===== src/rtl/core/trp_pkg.sv =====
// Shared types, codes and constants of the transmit ring packetizer.
// No dependencies; imported by trp_core, tx_ring_packetizer, trp_checker and the bench.
package trp_pkg;

    // ring size default and packet length ceiling
    localparam int BUFFER_DEPTH_DEF = 256;
    localparam logic [7:0] PACKET_CAP = 8'd128;

    // register reset values
    localparam logic [7:0] MAX_PACKET_RST      = 8'd128;
    localparam logic [8:0] EARLY_THRESHOLD_RST = 9'd64;
    localparam logic [7:0] LATENCY_FRAMES_RST  = 8'd8;

    // configuration port
    localparam int CFG_IDX_W  = 2;
    localparam int CFG_DATA_W = 9;
    localparam logic [CFG_IDX_W-1:0] CFG_MAX_PACKET      = 2'd0;
    localparam logic [CFG_IDX_W-1:0] CFG_EARLY_THRESHOLD = 2'd1;
    localparam logic [CFG_IDX_W-1:0] CFG_LATENCY_FRAMES  = 2'd2;

    // item kinds carried in tuser
    localparam logic [1:0] MODE_WRITE   = 2'd0;
    localparam logic [1:0] MODE_TX_DONE = 2'd1;
    localparam logic [1:0] MODE_TICK    = 2'd2;
    localparam logic [1:0] MODE_READ    = 2'd3;

    localparam int S_TDATA_W = 24;
    localparam int M_TDATA_W = 40;

    typedef struct packed {
        logic [1:0] mode;
        logic [7:0] data_byte;
        logic       last_byte;
        logic [7:0] read_index;
        logic       link_ready;
    } t_item;

    // result fields except the stored byte, which comes from the ring memory
    typedef struct packed {
        logic       accepted;
        logic       send_start;
        logic [7:0] send_offset;
        logic [7:0] send_length;
        logic [8:0] free_space;
        logic       all_sent;
    } t_result;

endpackage


===== src/rtl/core/trp_core.sv =====
// Ring state, byte memory and packet launch decision of the packetizer.
// Depends on trp_pkg.
module trp_core #(
    parameter int BUFFER_DEPTH = trp_pkg::BUFFER_DEPTH_DEF
) (
    input  logic                           i_clk,
    input  logic                           i_rst_n,
    input  logic                           i_cfg_we,
    input  logic [trp_pkg::CFG_IDX_W-1:0]  i_cfg_idx,
    input  logic [trp_pkg::CFG_DATA_W-1:0] i_cfg_wdata,
    input  logic                           i_en,
    input  trp_pkg::t_item                 i_item,
    output trp_pkg::t_result               o_result,
    output logic [7:0]                     o_read_data
);
    import trp_pkg::*;

    localparam int PW = $clog2(BUFFER_DEPTH);
    localparam int FW = PW + 1;

    logic [7:0]    r_mem [BUFFER_DEPTH];
    logic [7:0]    r_read_data;

    logic [PW-1:0] r_rp, n_rp;
    logic [PW-1:0] r_wp, n_wp;
    logic [FW-1:0] r_fill, n_fill;
    logic [7:0]    r_flight, n_flight;
    logic [7:0]    r_idle, n_idle;

    logic [7:0]    r_max_packet;
    logic [8:0]    r_early_threshold;
    logic [7:0]    r_latency_frames;

    logic          w_wr;
    logic          w_launch;
    logic          w_release;
    logic          w_acc;
    logic [7:0]    w_cap;
    logic [FW-1:0] w_to_wrap;
    logic [FW-1:0] w_len_a;
    logic [FW-1:0] w_len_b;
    logic [7:0]    w_len;

    // clamp the packet cap into 1..128
    always_comb begin
        if (r_max_packet == '0) begin
            w_cap = 8'd1;
        end else if (r_max_packet > PACKET_CAP) begin
            w_cap = PACKET_CAP;
        end else begin
            w_cap = r_max_packet;
        end
    end

    always_comb begin
        n_rp      = r_rp;
        n_wp      = r_wp;
        n_fill    = r_fill;
        n_idle    = r_idle;
        w_wr      = 1'b0;
        w_launch  = 1'b0;
        w_release = 1'b0;
        w_acc     = 1'b0;
        case (i_item.mode)
            MODE_WRITE: begin
                if (i_item.link_ready) begin
                    if (r_fill != FW'(BUFFER_DEPTH)) begin
                        w_wr   = 1'b1;
                        w_acc  = 1'b1;
                        n_wp   = r_wp + 1'b1;
                        n_fill = r_fill + 1'b1;
                    end
                    if (i_item.last_byte && r_flight == '0 && n_fill != '0 &&
                        n_fill >= r_early_threshold) begin
                        w_launch = 1'b1;
                    end
                end
            end
            MODE_TX_DONE: begin
                n_idle = '0;
                if (r_flight != '0) begin
                    w_release = 1'b1;
                    n_rp      = r_rp + PW'(r_flight);
                    n_fill    = (r_fill > FW'(r_flight)) ? r_fill - FW'(r_flight) : '0;
                    if (i_item.link_ready) begin
                        w_launch = (n_fill != '0);
                    end else begin
                        // link lost: drop everything buffered
                        n_fill = '0;
                        n_rp   = r_wp;
                    end
                end
            end
            MODE_TICK: begin
                if (r_fill != '0 && r_flight == '0) begin
                    n_idle   = (r_idle == 8'hFF) ? r_idle : r_idle + 1'b1;
                    w_launch = (n_idle >= r_latency_frames);
                end
            end
            default: begin
            end
        endcase
    end

    // packet length: min of fill, bytes to ring end and cap
    always_comb begin
        w_to_wrap = FW'(BUFFER_DEPTH) - {1'b0, n_rp};
        w_len_a   = (n_fill < w_to_wrap) ? n_fill : w_to_wrap;
        w_len_b   = (w_len_a < FW'(w_cap)) ? w_len_a : FW'(w_cap);
        w_len     = 8'(w_len_b);
    end

    always_comb begin
        if (w_launch) begin
            n_flight = w_len;
        end else if (w_release) begin
            n_flight = '0;
        end else begin
            n_flight = r_flight;
        end
    end

    always_comb begin
        o_result.accepted    = w_acc;
        o_result.send_start  = w_launch;
        o_result.send_offset = w_launch ? 8'(n_rp) : 8'd0;
        o_result.send_length = w_launch ? w_len : 8'd0;
        o_result.free_space  = i_item.link_ready ? 9'(FW'(BUFFER_DEPTH) - n_fill) : 9'd0;
        o_result.all_sent    = (n_fill == '0) && (n_flight == '0);
    end

    assign o_read_data = r_read_data;

    always_ff @(posedge i_clk) begin
        if (!i_rst_n) begin
            r_rp     <= '0;
            r_wp     <= '0;
            r_fill   <= '0;
            r_flight <= '0;
            r_idle   <= '0;
        end else if (i_en) begin
            r_rp     <= n_rp;
            r_wp     <= n_wp;
            r_fill   <= n_fill;
            r_flight <= n_flight;
            r_idle   <= n_idle;
        end
    end

    always_ff @(posedge i_clk) begin
        if (!i_rst_n) begin
            r_max_packet      <= MAX_PACKET_RST;
            r_early_threshold <= EARLY_THRESHOLD_RST;
            r_latency_frames  <= LATENCY_FRAMES_RST;
        end else if (i_cfg_we) begin
            case (i_cfg_idx)
                CFG_MAX_PACKET:      r_max_packet      <= i_cfg_wdata[7:0];
                CFG_EARLY_THRESHOLD: r_early_threshold <= i_cfg_wdata;
                CFG_LATENCY_FRAMES:  r_latency_frames  <= i_cfg_wdata[7:0];
                default: begin
                end
            endcase
        end
    end

    // ring memory: one write or one registered read per item
    always_ff @(posedge i_clk) begin
        if (i_en && w_wr) begin
            r_mem[r_wp] <= i_item.data_byte;
        end
    end

    always_ff @(posedge i_clk) begin
        if (i_en) begin
            if (i_item.mode == MODE_READ) begin
                r_read_data <= r_mem[PW'(i_item.read_index)];
            end else begin
                r_read_data <= '0;
            end
        end
    end

endmodule


===== src/rtl/core/tx_ring_packetizer.sv =====
// Top level of the transmit ring packetizer: stream handshake and pipeline.
// Depends on trp_pkg and trp_core.
//
//  channel   dir  tdata (low bit up)                          tuser  tlast
//  s_axis    in   data_byte, read_index, link_ready, pad      mode   last_byte
//  m_axis    out  accepted, send_start, send_offset,          -      -
//                 send_length, free_space, all_sent,
//                 read_data, pad
//  cfg       in   i_cfg_we / i_cfg_idx / i_cfg_wdata, no read-back
//
// One beat per cycle in and out while m_axis does not stall. A beat lands in
// the input register; all ring work (write, launch, release, read) goes from
// there into the result register. The ring memory port takes one write or
// one read per beat. Synchronous reset clears pointers, counts and valid
// flags and loads config reset values; ring contents stay undefined. When
// m_axis stalls, the input register fills and then s_axis_tready drops.
module tx_ring_packetizer #(
    parameter int BUFFER_DEPTH = trp_pkg::BUFFER_DEPTH_DEF
) (
    input  logic                           i_clk,
    input  logic                           i_rst_n,
    // configuration writes
    input  logic                           i_cfg_we,
    input  logic [trp_pkg::CFG_IDX_W-1:0]  i_cfg_idx,
    input  logic [trp_pkg::CFG_DATA_W-1:0] i_cfg_wdata,
    // input items
    input  logic                           s_axis_tvalid,
    output logic                           s_axis_tready,
    // [7:0] data_byte, [15:8] read_index, [16] link_ready, [23:17] zero
    input  logic [trp_pkg::S_TDATA_W-1:0]  s_axis_tdata,
    // [1:0] mode
    input  logic [1:0]                     s_axis_tuser,
    input  logic                           s_axis_tlast,
    // results
    output logic                           m_axis_tvalid,
    input  logic                           m_axis_tready,
    // [0] accepted, [1] send_start, [9:2] send_offset, [17:10] send_length,
    // [26:18] free_space, [27] all_sent, [35:28] read_data, [39:36] zero
    output logic [trp_pkg::M_TDATA_W-1:0]  m_axis_tdata
);
    import trp_pkg::*;

    logic       r_in_valid;
    t_item      r_in;
    logic       r_out_valid;
    t_result    r_res;
    t_result    w_res;
    logic [7:0] w_read_data;
    logic       w_adv;
    logic       w_s_fire;

    // advance the input register whenever the result register is free
    assign w_adv         = r_in_valid && (!r_out_valid || m_axis_tready);
    assign s_axis_tready = !r_in_valid || w_adv;
    assign w_s_fire      = s_axis_tvalid && s_axis_tready;

    always_ff @(posedge i_clk) begin
        if (!i_rst_n) begin
            r_in_valid <= 1'b0;
        end else if (w_s_fire) begin
            r_in_valid <= 1'b1;
        end else if (w_adv) begin
            r_in_valid <= 1'b0;
        end
    end

    // capture the beat; payload needs no reset
    always_ff @(posedge i_clk) begin
        if (w_s_fire) begin
            r_in.mode       <= s_axis_tuser;
            r_in.data_byte  <= s_axis_tdata[7:0];
            r_in.last_byte  <= s_axis_tlast;
            r_in.read_index <= s_axis_tdata[15:8];
            r_in.link_ready <= s_axis_tdata[16];
        end
    end

    trp_core #(
        .BUFFER_DEPTH (BUFFER_DEPTH)
    ) u_core (
        .i_clk       (i_clk),
        .i_rst_n     (i_rst_n),
        .i_cfg_we    (i_cfg_we),
        .i_cfg_idx   (i_cfg_idx),
        .i_cfg_wdata (i_cfg_wdata),
        .i_en        (w_adv),
        .i_item      (r_in),
        .o_result    (w_res),
        .o_read_data (w_read_data)
    );

    // hold the result until it is taken
    always_ff @(posedge i_clk) begin
        if (!i_rst_n) begin
            r_out_valid <= 1'b0;
        end else if (w_adv) begin
            r_out_valid <= 1'b1;
        end else if (m_axis_tready) begin
            r_out_valid <= 1'b0;
        end
    end

    always_ff @(posedge i_clk) begin
        if (w_adv) begin
            r_res <= w_res;
        end
    end

    assign m_axis_tvalid = r_out_valid;
    assign m_axis_tdata  = {4'd0, w_read_data, r_res.all_sent, r_res.free_space,
                            r_res.send_length, r_res.send_offset, r_res.send_start,
                            r_res.accepted};

endmodule


===== config.mk =====
export PLATFORM = sky130hd
export DESIGN_NAME = tx_ring_packetizer
export DESIGN_NICKNAME = d
export VERILOG_FILES = /design/src/rtl/core/trp_pkg.sv /design/src/rtl/core/trp_core.sv /design/src/rtl/core/tx_ring_packetizer.sv
export SDC_FILE = /design/constraint.sdc
export NUM_CORES = 2
export LEC_CHECK = 0
export ABC_AREA = 0
export BUFFER_PORTS_ARGS = -buffer_cell sky130_fd_sc_hd__buf_2
export CAP_MARGIN = 20
export CORE_UTILIZATION = 57
export DETAILED_ROUTE_END_ITERATION = 7
export HOLD_SLACK_MARGIN = 0.05
export MAX_ROUTING_LAYER = met4
export PLACE_DENSITY = 0.82
export SLEW_MARGIN = 15
export SYNTH_ARGS = -nofsm -noshare
export SYNTH_HDL_FRONTEND = slang
export SYNTH_SLANG_ARGS = --single-unit

===== constraint.sdc =====
create_clock -name i_clk -period 5.85 [get_ports i_clk]
set_input_delay 0.2925 -clock i_clk [delete_from_list [all_inputs] [get_ports i_clk]]
set_output_delay 0.2925 -clock i_clk [all_outputs]
set_load 0.005 [all_outputs]

==> qor.txt <==
status -> finished, final reports clean
Critical Path Start Type -> register
Worst Skew -> 50.5 ps
Primary FF master, synth -> edfxtp_1
chip width -> 392 um
Worst slew margin -> 5.58%
IO Pins -> 85
RSZ-0062 raised after global routing -> yes
largest net degree at the start of global routing -> 257
core area -> 150000 um^2
clk slew on worst S/H paths -> 60 ps
initial drt markers -> 7208
layout cells sized above 1 -> 30.5%
post-synthesis register bit count -> 2172
most frequent cells in the layout -> edfxtp_1 (2104), mux4_2 (680), nor2_1 (311)
Power, Total -> 33.0 mW
Max clock buf depth -> 3
Worst-Skew Late Latency -> 880 ps
GRT Util Overall -> 32.6%
Critical Path AT -> 6450 ps
initial antenna violation count -> 13
Hold Slack -> 141 ps
Area contributors post-synth -> edfxtp_1 (73%), mux4_2 (18%), dfxtp_1 (1.6%)
min Tclk post-route -> 5840 ps
power density cells -> 334 nW/um^2
Worst Path Required -> 6460 ps
dpl cell area -> 90900 um^2
top achievable clock speed -> 0.171 GHz
final setup vio count -> 0
CTS tree -> done
critical path class -> reg -> reg
# fillers -> 8801
Post-synth EDFFs -> 2104
warnings from Yosys -> 0
worst-path cell with the longest stage delay -> or4_4
Layout Nets -> 4576
max-cap viol count -> 0
Mapped Avg Cell Area -> 21.1 um^2
VDD IR max -> 0.339 mV
Port Buf Inserts -> 73
Overflow after GRT -> 0
CP Capture Type -> register
Largest stage delay, worst path -> 530 ps
final instance area -> 98800 um^2
Site Rows -> 142
CTS Sinks -> 2172
Detail Route Antenna Nets -> 0
Async SR Flop Fraction -> 0%
Routed WL -> 242000 um
vias per cell -> 7.03
worst slew pin tran -> 1420 ps
Num CTS Buffers -> 206
final core occ -> 65.6%
commonest non-fill, non-tap cell in the layout -> edfxtp_1
drt pass-1 iters -> 6
Die H -> 392 um
critical path peak fanout -> 7
DR vias -> 47000
vias in the first global route -> 46200
Initial Util -> 57.6%
WL per Instance -> 36.2 um
Synth area leader -> edfxtp_1
clock tree root driver cell -> clkbuf_16
CP most frequent cell -> a21oi_2
synthesis-to-layout area growth -> 13.9%
Post-DP HPWL -> 125000 um
family with the most delay on the worst path -> compound AO/OA/AOI/OAI gates
dpl cells -> 6218
DRC viols -> 0
Max Slew Vio Count -> 0
Critical path buffers and inverters -> 4
non-filler cells, final -> 6677
first-pass GRT wire length -> 341000 um
Synth cell types -> 84
routability cong. -> 0.917
FF+latch area -> 64600 um^2
Mapped Area -> 86700 um^2
share of the synthesized area in the top cell type -> 72.9%
Leak -> 31.3 nW
count of final hold-check violations -> 0
area of the multi-input gates -> 21500 um^2
register area share after synthesis -> 74.4%
fin crit share -> 99.8%
Hold Crit Class -> in -> reg
Max H-tree Level -> 4
Die ar. -> 154000 um^2
Post-Syn Instances -> 4109
## layer usage
layer	routed length (um)	vias to the layer above	track usage [%]
met4	13900	0	15.8
met3	27600	779	6.96
met2	118000	4147	50.4
met1	82000	24300	41.4
met5	0	-	-
li1	-	17800	-
## report_power, final
group,switching [mW],leakage [nW],internal (mW)
registers,0.0437,19.5,17.1
logic,1.22,8.52,0.913
clock network,6.12,3.30,7.61
total,7.38,31.3,25.6
## timing repair
action,CTS,global route
pin swaps,11,49
buffers inserted,8,16
endpoints found under the setup margin,17,17
hold buffers,38,0
endpoints found under the hold margin,47,0
gates resized for setup,29,83
## sequential cells by signal (all words and copies together), names as in the netlist, 9 cells and up
register and cells:
u_core.r_fill 9, m_axis_tdata 28, r_in 20, u_core.r_mem 2048
u_core.r_early_threshold 9
## synth_stat cells (21+ instances only)
| library cell | n |
|---|---|
| clkbuf_1 | 147 |
| ha_1 | 57 |
| edfxtp_1 | 2104 |
| buf_1 | 21 |
| mux2i_1 | 33 |
| inv_1 | 50 |
| buf_2 | 55 |
| o21ai_0 | 49 |
| nor2b_1 | 57 |
| and2_1 | 32 |
| dfxtp_1 | 68 |
| nor2_1 | 317 |
| nand2_1 | 107 |
| xnor2_1 | 27 |
| nand3_1 | 48 |
| a21oi_1 | 41 |
| mux4_2 | 680 |
## path summary, 6_finish.rpt
path | depth (start not counted) | startpoint | endpoint | slack [ps]
min reg2reg | 2 | u_core.r_latency_frames[6] | u_core.r_latency_frames[6] | 530
min | 2 | s_axis_tdata[14] | r_in[7] | 140
max reg2reg | 28 | u_core.r_flight[2] | m_axis_tdata[27] | 10
max | 28 | u_core.r_flight[2] | m_axis_tdata[27] | 10
## worst register-to-register path: cells and delay by family, from the launching register on
family,cells,cell delay [ps]
AO/OA/AOI/OAI,12,2440
flip-flops,1,370
AND/OR/NAND/NOR,8,1570
buffers and inverters,4,430
adder cells (fa/ha/maj),2,490
XOR/XNOR,1,210
multiplexers,1,80
## logic make-up after synthesis
kind of cell | share of synthesized area [%]
flip-flops | 74.4
multiplexers | 18.1
AND/OR/NAND/NOR | 3.40
adder cells (fa/ha/maj) | 0.869
buffers and inverters | 1.33
AO/OA/AOI/OAI | 1.54
XOR/XNOR | 0.354
other | 0.00433
## through the flow
step           setup TNS [ps]  setup WS, ps
3_5_place_dp            -3340          -353
4_1_cts                     0          2.11
6_report                    0          10.6
5_1_grt                 -1670          -178
2_1_floorplan               0          12.9
3_3_place_gp            -1460          -254
## final cells by class
cell class	instances	share of cell area, %
tap	2016	2.55
clock buffer	256	5.57
clock inverter	125	1.24
multi-input combinational	1659	21.8
sequential	2172	65.3
inverter	52	0.198
timing repair buffer	383	3.29
antenna	14	0.0355
(Power assumes the default switching activity.)
